File: src/design/bec_pkg.sv
`timescale 1ns / 1ps

package bec_pkg;

    // Field widths fixed by the interface.
    localparam int FIELD_W     = 11;
    localparam int DT_W        = 10;
    localparam int TIME_W      = 16;
    localparam int CFG_DATA_W  = 16;
    localparam int CFG_IDX_W   = 2;
    localparam int MAX_BUTTONS = 32;

    // Default number of buttons served by the lane.
    localparam int NUM_BUTTONS_DEF = 11;

    // Register reset values.
    localparam logic [FIELD_W-1:0] ENABLED_RST  = 11'd2047;
    localparam logic [FIELD_W-1:0] IDLE_RST     = 11'd1024;
    localparam logic [TIME_W-1:0]  PRESS_TH_RST = 16'd100;
    localparam logic [TIME_W-1:0]  LONG_TH_RST  = 16'd2000;

    // Saturation value of the held-time counter.
    localparam logic [TIME_W-1:0] TIME_MAX = {TIME_W{1'b1}};

    // Configuration register indexes.
    typedef enum logic [CFG_IDX_W-1:0] {
        REG_ENABLED  = 2'd0,
        REG_IDLE     = 2'd1,
        REG_PRESS_TH = 2'd2,
        REG_LONG_TH  = 2'd3
    } t_cfg_idx;

    // One button's stored state: pressed flag above held time.
    typedef struct packed {
        logic              flag;
        logic [TIME_W-1:0] held;
    } t_entry;

    localparam int ENTRY_W = $bits(t_entry);

    // Everything the lane needs to classify one button.
    typedef struct packed {
        logic              enabled;
        logic              pin;
        logic              idle;
        t_entry            old;
        logic [DT_W-1:0]   dt;
        logic [TIME_W-1:0] press_th;
        logic [TIME_W-1:0] long_th;
    } t_lane_in;

    // Lane verdict: write-back request, new state and event bits.
    typedef struct packed {
        logic   we;
        t_entry upd;
        logic   press;
        logic   hold;
        logic   rel;
        logic   lrel;
    } t_lane_out;

endpackage

File: src/design/bec_ram.sv
`timescale 1ns / 1ps

module bec_ram #(
    parameter int WIDTH = 17,
    parameter int DEPTH = 11,
    localparam int AW = (DEPTH > 1) ? $clog2(DEPTH) : 1
) (
    input  logic                 i_clk,
    input  logic                 i_we,
    input  logic [AW-1:0]        i_waddr,
    input  logic [WIDTH-1:0]     i_wdata,
    input  logic                 i_re,
    input  logic [AW-1:0]        i_raddr,
    output logic [WIDTH-1:0]     o_rdata
);

    logic [WIDTH-1:0] r_mem [DEPTH];
    logic [WIDTH-1:0] r_rdata;

    // One write port and one registered read port; read data holds without a read.
    always_ff @(posedge i_clk) begin
        if (i_we) begin
            r_mem[i_waddr] <= i_wdata;
        end
        if (i_re) begin
            r_rdata <= r_mem[i_raddr];
        end
    end

    assign o_rdata = r_rdata;

endmodule

File: src/design/bec_lane.sv
`timescale 1ns / 1ps

module bec_lane
    import bec_pkg::*;
(
    input  t_lane_in  i_in,
    output t_lane_out o_out
);

    logic              at_idle;
    logic [TIME_W:0]   sum;
    logic [TIME_W-1:0] sat;

    // Saturating add of the elapsed time.
    assign sum = {1'b0, i_in.old.held} + {{(TIME_W + 1 - DT_W){1'b0}}, i_in.dt};
    assign sat = sum[TIME_W] ? TIME_MAX : sum[TIME_W-1:0];

    assign at_idle = (i_in.pin == i_in.idle);

    // Classify one button and compute its new state.
    always_comb begin
        o_out = '0;
        if (i_in.enabled) begin
            o_out.we = 1'b1;
            if (at_idle) begin
                o_out.upd.flag = 1'b0;
                o_out.upd.held = '0;
                o_out.rel      = i_in.old.flag && (i_in.old.held > i_in.press_th);
                o_out.lrel     = i_in.old.flag && (i_in.old.held > i_in.long_th);
            end else begin
                o_out.upd.flag = 1'b1;
                o_out.upd.held = sat;
                o_out.press    = !i_in.old.flag;
                o_out.hold     = i_in.old.held > i_in.press_th;
            end
        end
    end

endmodule

File: src/design/button_event_classifier.sv
`timescale 1ns / 1ps

// Button event classifier. Each input transfer (one tick: pin levels and the
// milliseconds since the previous tick) produces exactly one output transfer
// holding press, hold, release and long-release bit masks. The per-button
// pressed flag and 16-bit held time live in a small RAM with a registered read;
// a single lane walks the buttons, reading an entry through the RAM read register
// and writing it back from the classify stage. A tick therefore occupies the lane
// for one issue per button (11 buttons by default), and the next tick is accepted
// as the last button of the current one is read, before the current tick's
// result is out. The finished result passes the classify stage and waits in an output
// register; the lane stalls only if a finished result is still untaken.
// Configuration writes take effect at once and are meant for idle periods.

module button_event_classifier
    import bec_pkg::*;
#(
    parameter int NUM_BUTTONS = NUM_BUTTONS_DEF
) (
    input  logic                  i_clk,
    input  logic                  i_rst_n,
    // Configuration write port.
    input  logic                  i_cfg_we,
    input  logic [CFG_IDX_W-1:0]  i_cfg_idx,
    input  logic [CFG_DATA_W-1:0] i_cfg_data,
    // Tick input channel.
    input  logic                  i_valid,
    output logic                  o_ready,
    input  logic [FIELD_W-1:0]    i_pin_levels,
    input  logic [DT_W-1:0]       i_elapsed_ms,
    // Event output channel.
    output logic                  o_valid,
    input  logic                  i_ready,
    output logic [FIELD_W-1:0]    o_press_events,
    output logic [FIELD_W-1:0]    o_hold_events,
    output logic [FIELD_W-1:0]    o_release_events,
    output logic [FIELD_W-1:0]    o_long_release_events
);

    localparam int IDX_W = (NUM_BUTTONS > 1) ? $clog2(NUM_BUTTONS) : 1;
    localparam logic [IDX_W-1:0] LAST_IDX = IDX_W'(NUM_BUTTONS - 1);
    localparam int PAD_W = MAX_BUTTONS - FIELD_W;

    // Configuration registers.
    logic [FIELD_W-1:0] r_enabled;
    logic [FIELD_W-1:0] r_idle;
    logic [TIME_W-1:0]  r_press_th;
    logic [TIME_W-1:0]  r_long_th;

    // Issue stage: current tick and the button being read.
    logic               r_busy;
    logic [IDX_W-1:0]   r_idx;
    logic [FIELD_W-1:0] r_pins;
    logic [DT_W-1:0]    r_dt;

    // Classify stage: one button whose entry is on the RAM read port.
    logic               r_s2_valid;
    logic               r_s2_first;
    logic               r_s2_last;
    logic [IDX_W-1:0]   r_s2_idx;
    logic               r_s2_pin;
    logic [DT_W-1:0]    r_s2_dt;
    logic               r_s2_vld;
    logic               r_fwd_hit;
    t_entry             r_fwd_data;

    // Entry written-since-reset bits; an unwritten entry reads as cleared.
    logic [NUM_BUTTONS-1:0] r_valid;

    // Event accumulators and output register.
    logic [FIELD_W-1:0] r_acc_press, r_acc_hold, r_acc_rel, r_acc_lrel;
    logic               r_out_valid;
    logic [FIELD_W-1:0] r_out_press, r_out_hold, r_out_rel, r_out_lrel;

    logic               stall;
    logic               issue;
    logic               issue_last;
    logic               in_xfer;
    logic               we;
    logic [ENTRY_W-1:0] rdata;
    t_entry             old_entry;
    t_lane_in           lane_in;
    t_lane_out          lane_out;
    logic [MAX_BUTTONS-1:0] pins_ext;
    logic [MAX_BUTTONS-1:0] en_ext;
    logic [MAX_BUTTONS-1:0] idle_ext;
    logic [MAX_BUTTONS-1:0] s2_onehot;
    logic [FIELD_W-1:0] bit_sel;
    logic [FIELD_W-1:0] n_press, n_hold, n_rel, n_lrel;

    // Configuration writes.
    always_ff @(posedge i_clk) begin
        if (!i_rst_n) begin
            r_enabled  <= ENABLED_RST;
            r_idle     <= IDLE_RST;
            r_press_th <= PRESS_TH_RST;
            r_long_th  <= LONG_TH_RST;
        end else if (i_cfg_we) begin
            unique case (t_cfg_idx'(i_cfg_idx))
                REG_ENABLED:  r_enabled  <= i_cfg_data[FIELD_W-1:0];
                REG_IDLE:     r_idle     <= i_cfg_data[FIELD_W-1:0];
                REG_PRESS_TH: r_press_th <= i_cfg_data[TIME_W-1:0];
                REG_LONG_TH:  r_long_th  <= i_cfg_data[TIME_W-1:0];
                default: ;
            endcase
        end
    end

    // Lane control: hold everything while a finished result cannot be handed over.
    assign stall      = r_s2_valid && r_s2_last && r_out_valid && !i_ready;
    assign issue      = r_busy && !stall;
    assign issue_last = issue && (r_idx == LAST_IDX);
    assign o_ready    = !r_busy || issue_last;
    assign in_xfer    = i_valid && o_ready;

    // Issue stage registers.
    always_ff @(posedge i_clk) begin
        if (!i_rst_n) begin
            r_busy <= 1'b0;
            r_idx  <= '0;
        end else if (in_xfer) begin
            r_busy <= 1'b1;
            r_idx  <= '0;
        end else if (issue_last) begin
            r_busy <= 1'b0;
        end else if (issue) begin
            r_idx <= r_idx + 1'b1;
        end
    end

    always_ff @(posedge i_clk) begin
        if (in_xfer) begin
            r_pins <= i_pin_levels;
            r_dt   <= i_elapsed_ms;
        end
    end

    // Masks widened so that buttons past the field width read as disabled.
    assign pins_ext = {{PAD_W{1'b0}}, r_pins};
    assign en_ext   = {{PAD_W{1'b0}}, r_enabled};
    assign idle_ext = {{PAD_W{1'b0}}, r_idle};

    // Classify stage control.
    always_ff @(posedge i_clk) begin
        if (!i_rst_n) begin
            r_s2_valid <= 1'b0;
        end else if (!stall) begin
            r_s2_valid <= issue;
        end
    end

    // Carry the tick fields along with the read, and catch a write to the same entry.
    always_ff @(posedge i_clk) begin
        if (issue) begin
            r_s2_first <= (r_idx == '0);
            r_s2_last  <= (r_idx == LAST_IDX);
            r_s2_idx   <= r_idx;
            r_s2_pin   <= pins_ext[r_idx];
            r_s2_dt    <= r_dt;
            r_s2_vld   <= r_valid[r_idx];
            r_fwd_hit  <= we && (r_s2_idx == r_idx);
            r_fwd_data <= lane_out.upd;
        end
    end

    // State memory.
    bec_ram #(
        .WIDTH (ENTRY_W),
        .DEPTH (NUM_BUTTONS)
    ) u_ram (
        .i_clk   (i_clk),
        .i_we    (we),
        .i_waddr (r_s2_idx),
        .i_wdata (lane_out.upd),
        .i_re    (issue),
        .i_raddr (r_idx),
        .o_rdata (rdata)
    );

    // Pick the freshest copy of the entry.
    always_comb begin
        if (r_fwd_hit) begin
            old_entry = r_fwd_data;
        end else if (r_s2_vld) begin
            old_entry = t_entry'(rdata);
        end else begin
            old_entry = '0;
        end
    end

    assign s2_onehot = MAX_BUTTONS'(1) << r_s2_idx;

    always_comb begin
        lane_in.enabled  = |(en_ext & s2_onehot);
        lane_in.pin      = r_s2_pin;
        lane_in.idle     = |(idle_ext & s2_onehot);
        lane_in.old      = old_entry;
        lane_in.dt       = r_s2_dt;
        lane_in.press_th = r_press_th;
        lane_in.long_th  = r_long_th;
    end

    bec_lane u_lane (
        .i_in  (lane_in),
        .o_out (lane_out)
    );

    assign we = r_s2_valid && !stall && lane_out.we;

    // Entry valid bits.
    always_ff @(posedge i_clk) begin
        if (!i_rst_n) begin
            r_valid <= '0;
        end else if (we) begin
            r_valid[r_s2_idx] <= 1'b1;
        end
    end

    // Merge this button's events into the tick's masks.
    assign bit_sel = s2_onehot[FIELD_W-1:0];

    always_comb begin
        if (r_s2_first) begin
            n_press = '0;
            n_hold  = '0;
            n_rel   = '0;
            n_lrel  = '0;
        end else begin
            n_press = r_acc_press;
            n_hold  = r_acc_hold;
            n_rel   = r_acc_rel;
            n_lrel  = r_acc_lrel;
        end
        n_press = n_press | (bit_sel & {FIELD_W{lane_out.press}});
        n_hold  = n_hold  | (bit_sel & {FIELD_W{lane_out.hold}});
        n_rel   = n_rel   | (bit_sel & {FIELD_W{lane_out.rel}});
        n_lrel  = n_lrel  | (bit_sel & {FIELD_W{lane_out.lrel}});
    end

    always_ff @(posedge i_clk) begin
        if (r_s2_valid && !stall) begin
            r_acc_press <= n_press;
            r_acc_hold  <= n_hold;
            r_acc_rel   <= n_rel;
            r_acc_lrel  <= n_lrel;
        end
    end

    // Output register: loaded at the last button, cleared on transfer.
    always_ff @(posedge i_clk) begin
        if (!i_rst_n) begin
            r_out_valid <= 1'b0;
        end else if (r_s2_valid && r_s2_last && !stall) begin
            r_out_valid <= 1'b1;
        end else if (r_out_valid && i_ready) begin
            r_out_valid <= 1'b0;
        end
    end

    always_ff @(posedge i_clk) begin
        if (r_s2_valid && r_s2_last && !stall) begin
            r_out_press <= n_press;
            r_out_hold  <= n_hold;
            r_out_rel   <= n_rel;
            r_out_lrel  <= n_lrel;
        end
    end

    assign o_valid               = r_out_valid;
    assign o_press_events        = r_out_press;
    assign o_hold_events         = r_out_hold;
    assign o_release_events      = r_out_rel;
    assign o_long_release_events = r_out_lrel;

endmodule

File: config.mk
export PLATFORM = sky130hd
export DESIGN_NAME = button_event_classifier
export DESIGN_NICKNAME = d
export VERILOG_FILES = /design/src/design/bec_pkg.sv /design/src/design/bec_ram.sv /design/src/design/bec_lane.sv /design/src/design/button_event_classifier.sv
export SDC_FILE = /design/constraint.sdc
export NUM_CORES = 1
export LEC_CHECK = 0
export ABC_AREA = 1
export BUFFER_PORTS_ARGS = -buffer_cell sky130_fd_sc_hd__buf_2
export CAP_MARGIN = 20
export CORE_AREA = 2 2 156 189
export CTS_CLUSTER_SIZE = 12
export DETAILED_ROUTE_END_ITERATION = 6
export DIE_AREA = 0 0 158 191
export PLACE_DENSITY_LB_ADDON = 0.1
export RECOVER_POWER = 25
export SLEW_MARGIN = 20
export SYNTH_ARGS = -nofsm -noshare
export SYNTH_HDL_FRONTEND = slang
export SYNTH_HIERARCHICAL = 1
export SYNTH_SLANG_ARGS = --single-unit
File: constraint.sdc
create_clock -name i_clk -period 6.4 [get_ports i_clk]
set_input_delay 0.32 -clock i_clk [delete_from_list [all_inputs] [get_ports i_clk]]
set_output_delay 0.32 -clock i_clk [all_outputs]
set_load 0.01 [all_outputs]
Word level (Yosys, flattened, before mapping)
Memories as Yosys holds them, arrays and structs flattened. A register that Yosys moved wholly into a read port is not among the register bits.
Index checks and enable logic that the tools add are counted.
{"block": "totals", "memories": 1, "ff_bits": 217, "mem_bits_ro": 0, "wordCells": 111, "ramBits": 187, "in_bits": 44, "latchBits": 0}
{"memory": "u_ram.r_mem", "words": 11, "word_bits": 17, "read_ports": 1, "rd_clocked_by_memory_dff": 1, "wr": 1, "line": "bec_ram.sv:17", "source": "logic [WIDTH-1:0] r_mem [DEPTH];"}
{"block": "classes", "div": 0, "mul": 0, "shift": 1, "order_cmp": 6, "eq_ne": 6, "add_sub_neg": 2, "n_mux": 23, "reduce_logical": 31, "n_bitwise": 13}
{"op": "bitwise AND 11 x 32 -> 32 bit", "n": 2}
{"op": "OR reduction 32 bit", "n": 2}
{"op": "bitwise OR 11 bit", "n": 5}
{"op": "2-to-1 mux 17 bit", "n": 3}
{"op": "bitwise AND 11 bit", "n": 4}
{"op": "2-to-1 mux 11 bit", "n": 4}
{"op": "> comparator 16 bit", "n": 2}
{"op": "<< shifter 1 x 4 -> 32 bit, first input constant", "n": 1}
{"op": "2-to-1 mux 22 bit", "n": 1}
{"op": "adder 16 x 10 -> 17 bit", "n": 1}
{"op": "2-to-1 mux 16 bit", "n": 1}
{"op": "logical AND 1 bit", "n": 14}
{"op": "< comparator 4 x 5 -> 1 bit, second input constant", "n": 2}
{"op": "AND reduction 2 bit", "n": 5}
{"op": "2-to-1 mux 1 bit", "n": 9}
{"op": "binary-select mux 1 bit (select 4 bit)", "n": 2}
{"op": "< comparator 4 x 6 -> 1 bit, second input constant", "n": 1}
{"op": "adder 4 x 1 -> 4 bit, second input constant", "n": 1}
{"op": "demux 1 bit (select 4 bit)", "n": 1}
{"op": "equality test 2 bit, second input constant", "n": 2}
{"op": "equality test 4 bit", "n": 1}
{"op": "equality test 4 bit, second input constant", "n": 1}
{"op": ">= comparator 4 x 1 -> 1 bit, second input constant", "n": 1}
{"op": "logical NOT 1 bit", "n": 4}
{"op": "other kinds (9)", "n": 12}

Logic depth before layout (Yosys ltp)
{"block": "depth", "word_depth": 9, "depth_mapped": 18, "depth_no_buf": 16}

Modules after synthesis
Netlist, hierarchy kept.
{"module": "bec_ram", "cells_each": 725, "n_inst": 1, "area_per_inst_um2": 8394.3}
{"module": "button_event_classifier", "cells_each": 786, "n_inst": 1, "area_per_inst_um2": 8301.7}
{"module": "bec_lane", "cells_each": 325, "n_inst": 1, "area_per_inst_um2": 1810.5}

Worst setup path after synthesis
Ideal clock, no wire load.
{"block": "synth_timing", "path_type": "flip-flop to flip-flop", "startpoint": "register r_s2_last", "endpoint": "register r_fwd_data[0] (netlist bit), enable pin", "arrival_time_ns": 2.803, "path_stages_with_launch": 4, "slack_ns": 3.132, "cell_sequence": "edfxtp_1 -> nand2_1 -> nor2_2 -> nor2_1"}
{"block": "synth_via", "elab_chain_cells": 5}
{"element": "start: declaration", "line": "button_event_classifier.sv:59", "source": "logic r_s2_last;"}
{"element": "start signal: assignment", "line": "button_event_classifier.sv:156", "source": "r_s2_last <= (r_idx == LAST_IDX);"}
{"element": "logical AND 1 bit (3 in a row)", "line": "button_event_classifier.sv:110", "source": "assign stall = r_s2_valid && r_s2_last && r_out_valid && !i_ready;"}
{"element": "logical NOT 1 bit", "line": "button_event_classifier.sv:111", "source": "assign issue = r_busy && !stall;"}
{"element": "logical AND 1 bit", "line": "button_event_classifier.sv:111"}
{"element": "net issue", "line": "button_event_classifier.sv:76", "source": "logic issue;"}
{"element": "end signal: assignment", "line": "button_event_classifier.sv:162", "source": "r_fwd_data <= lane_out.upd;"}
{"element": "end: declaration", "line": "button_event_classifier.sv:65", "source": "t_entry r_fwd_data;"}
The timed path passes the listed nets, and every way through them passes these cells.
A chain may end at the register's enable or synchronous reset.

==> results.txt <==
Number of global-route vias before repair -> 12400
Syn_nets -> 1926
Avg Vias per Cell -> 5.52
Met2 GRT Util -> 0.486
Synth warn -> 6
Worst hold path type -> in -> reg
Htree depth -> 2
Grt ovf -> 0
Crit path buf inv count -> 1
Register bit total from synthesis -> 421
Routed Antenna Nets -> 0
Placed cell count -> 2258
Sequential area share after synthesis -> 0.644
CTS Root Cell -> clkbuf_16
Crit-path most repeated cell -> nand3_1
Crit path launch -> r_idx[0]
Met1 usage -> 0.377
Syn Area/Cell -> 10.1 sq um
CP delay by family, top -> buffers and inverters
Unique masters post-synth -> 36
Combinational Power Share -> 0.082
Post-Syn Area -> 18500 sq um
Gpl congestion -> 0.903
Worst stage delay on the critical path -> 3130 ps
Max clock buf depth -> 3
Critical path, cell by cell -> clkbuf_1, nand2_1, nand3_1, nand3_1, nand3_1, nand2_1
Synth Area in XOR/XNOR -> 0.00568
Startpoint class of the critical path -> flop
Slew headroom -> -1.96
Share of power burned in registers -> 0.529
Critical path depth in cells -> 6
Adder-cell share of the synthesized area -> 0.0315
Share of cells above drive strength 1 -> 0.0663
Clock sinks -> 421
Clk_lat worst skew -> 550 ps
Final wirelength -> 42600 um
WS Path Type -> reg -> reg
Global-route wire length before repair -> 65300 um
Min-delay src -> i_cfg_data[11]
CP max stage cell -> clkbuf_1
Multiplexer area fraction after synthesis -> 0
Peak VDD IR -> 0.000357 V
Sw Share -> 0.230
Die extent in y -> 191 um
Top Usage Layer GRT -> met2
Post-Route Skew -> 11.4 ps
Largest family of logic cells by synthesized area -> simple AND/OR/NAND/NOR gates
Kind of end point of the critical path -> flop
CTS buffer count -> 43
Input/output buffers -> 89
Initial Util -> 0.651
Drt drc -> 0
Fill cells -> 2115
Total track usage -> 0.286
Global routing usage on met3 -> 0.0417
Syn Inst Count -> 1836
Peak Freq -> 0.204 GHz
Fin nets -> 2029
Dpl hpwl -> 27200 um
Fin. Hold Viols -> 0
Post-Route Setup TNS -> 0 ps
CTS tree -> yes
Detailed Routing Iterations Pass 1 -> 6
Reg clk slew, reported paths -> 60 ps
Maximum fanout along the worst path -> 92
RSZ-0062 raised after global routing -> false
Power per cell area -> 286 nW/um^2
Reg2reg start -> r_idx[0]
Sw power -> 1.36 mW
Slew at the pin closest to its max-slew limit -> 4440 ps
Initial antenna violation count -> 0
P_leak -> 8.59 nW
Slew Limit Fails -> 235
Minimum clock period -> 4900 ps
Layout area overhead -> 11.4%
Largest net degree at the start of global routing -> 93
Violated checks -> max-capacitance violations, max-slew violations
Post-Layout Cell Count -> 2347
WL per Instance -> 18.2 um
Number of max-cap violations -> 5
Complex-gate fraction of the synthesized area -> 0.0520
Power Internal -> 4.54 mW
Final worst path period share -> 0.765
Clock power frac -> 0.390
Ant diodes -> 0
Io pins -> 90
Final setup violating endpoints -> 0
WHS Path Cells -> 3
Worst Path Arrival -> 5170 ps
Core Footprint -> 28400 sq um
Die area -> 30200 sq um
Row count -> 68
Status -> finished, violations left
Post-Synth Simple-Gate Area -> 0.186
Die W -> 158 um
R2R depth -> 6
DR vias -> 13000
Initial DRC Count -> 1279
Worst EP required -> 6670 ps
==> Yosys cell counts <==
cell type | instances | area (sq um)
nand2_1 | 515 | 1930
edfxtp_1 | 349 | 10500
inv_1 | 279 | 1050
nand3_1 | 187 | 936
nor2_1 | 99 | 372
dfxtp_1 | 72 | 1440
a21oi_1 | 68 | 340
ha_1 | 45 | 563
o22ai_1 | 44 | 275
o21ai_0 | 28 | 140
buf_2 | 22 | 110
clkbuf_1 | 20 | 75.1
o211ai_1 | 19 | 143
buf_4 | 12 | 90.1
nand4_1 | 10 | 62.6
xnor2_1 | 9 | 78.8
buf_6 | 8 | 90.1
inv_2 | 8 | 30.0
buf_1 | 7 | 26.3
clkinv_1 | 6 | 22.5
nor2_2 | 4 | 25.0
nand2_2 | 3 | 18.8
nand3_2 | 3 | 30.0
nor3_2 | 3 | 30.0
xor2_1 | 3 | 26.3
and2_1 | 2 | 12.5
nand3b_1 | 2 | 15.0
a21boi_0 | 1 | 7.51
a21boi_2 | 1 | 11.3
a21o_1 | 1 | 7.51
a21oi_4 | 1 | 16.3
fa_1 | 1 | 20.0
o21a_1 | 1 | 7.51
o21ai_1 | 1 | 5.00
o21ai_2 | 1 | 8.76
or2_4 | 1 | 8.76
==> worst register-to-register path, delay by kind of cell, from the launching register on <==
| family | cells | cell delay, ps |
|---|---|---|
| AND/OR/NAND/NOR | 5 | 950 |
| buffers and inverters | 1 | 3130 |
| flip-flops | 1 | 530 |
==> logic make-up (layout without fill, tap and decap cells) <==
logic type | count (synthesis) | in the layout
compound gates | 166 | 166
simple gates | 829 | 829
buf+inv | 362 | 488
fa+ha+maj | 46 | 46
xor+xnor | 12 | 12
flops | 421 | 421
==> per-stage QoR <==
stage	setup slack [ps]	cell area (sq um)	total power, mW	hold WS, ps	util
floorplan	3130	18500	3.48	400	-
global placement	2510	19200	3.62	402	0.675
detailed placement	2370	19300	3.63	405	0.678
CTS	2370	20700	5.92	19.2	0.730
global route	1190	20600	6.08	21.9	0.725
finish	1500	20600	5.89	29.7	0.725
==> flip-flops by register name (all words and copies together) (netlist names), 4 cells and up <==
name,cells
u_ram/r_mem,187
r_fwd_data,17
u_ram/o_rdata,17
r_long_th,16
r_press_th,16
o_hold_events,11
o_long_release_events,11
o_press_events,11
o_release_events,11
r_acc_hold,11
r_acc_lrel,11
r_acc_press,11
r_acc_rel,11
r_enabled,11
r_idle,11
r_pins,11
r_valid,11
r_dt,10
r_s2_dt,10
r_idx,4
r_s2_idx,4
==> per-layer routing <==
metal  part of all wire  routed length [um]
met1               0.40               17000
met2               0.50               21300
met3              0.070                2980
met4              0.033                1400
met5                  0                   0
==> final timing paths <==
kind / to / slack, ps
setup / recovery: u_ram/o_rdata[12] / 1500
hold / removal: r_long_th[11] / 30
hold reg to reg: r_s2_dt[8] / 420
setup reg to reg: u_ram/o_rdata[12] / 1500
==> cells in the final DEF, fill, tap and decap left out, drive strengths merged <==
cell and instances:
clkinv 12, edfxtp 349, a21oi 69, inv 288, or2 1, xnor2 9, a21boi 2, ha 45
o211ai 19, nand4 10, dfxtp 72, buf 50, and2 2, nor3 3, nand3 190, nand3b 2
o21ai 30, clkbuf 117, a21o 1, xor2 3, fa 1, nor2 103, dlygate4sd3 21, o21a 1
o22ai 44, nand2 518
==> power groups by stage <==
stage	logic [mW]	registers (mW)	clock network (mW)
2_1_floorplan	0.325	3.16	0
3_3_place_gp	0.451	3.17	0
3_5_place_dp	0.464	3.17	0
4_1_cts	0.477	3.11	2.33
5_1_grt	0.537	3.12	2.43
6_report	0.482	3.12	2.30
==> area by class of cell <==
cell class / instances / area, sq um / area share
multi-input cells: 1053 / 5130 / 0.249
well taps: 385 / 482 / 0.0234
repair buffers: 127 / 703 / 0.0341
flip-flops and latches: 421 / 11900 / 0.578
clock buffers: 61 / 1220 / 0.0591
inverters: 293 / 1100 / 0.0534
clock inverters: 7 / 52.6 / 0.00255
==> what timing repair did <==
| action | in CTS | in global routing |
|---|---|---|
| buffers inserted | 0 | 0 |
| endpoints found under the hold margin | 21 | 0 |
| gates resized for setup | 0 | 0 |
| endpoints found under the setup margin | 0 | 0 |
| hold buffers | 21 | 0 |
Note: power is estimated with default switching activity, not from simulation.
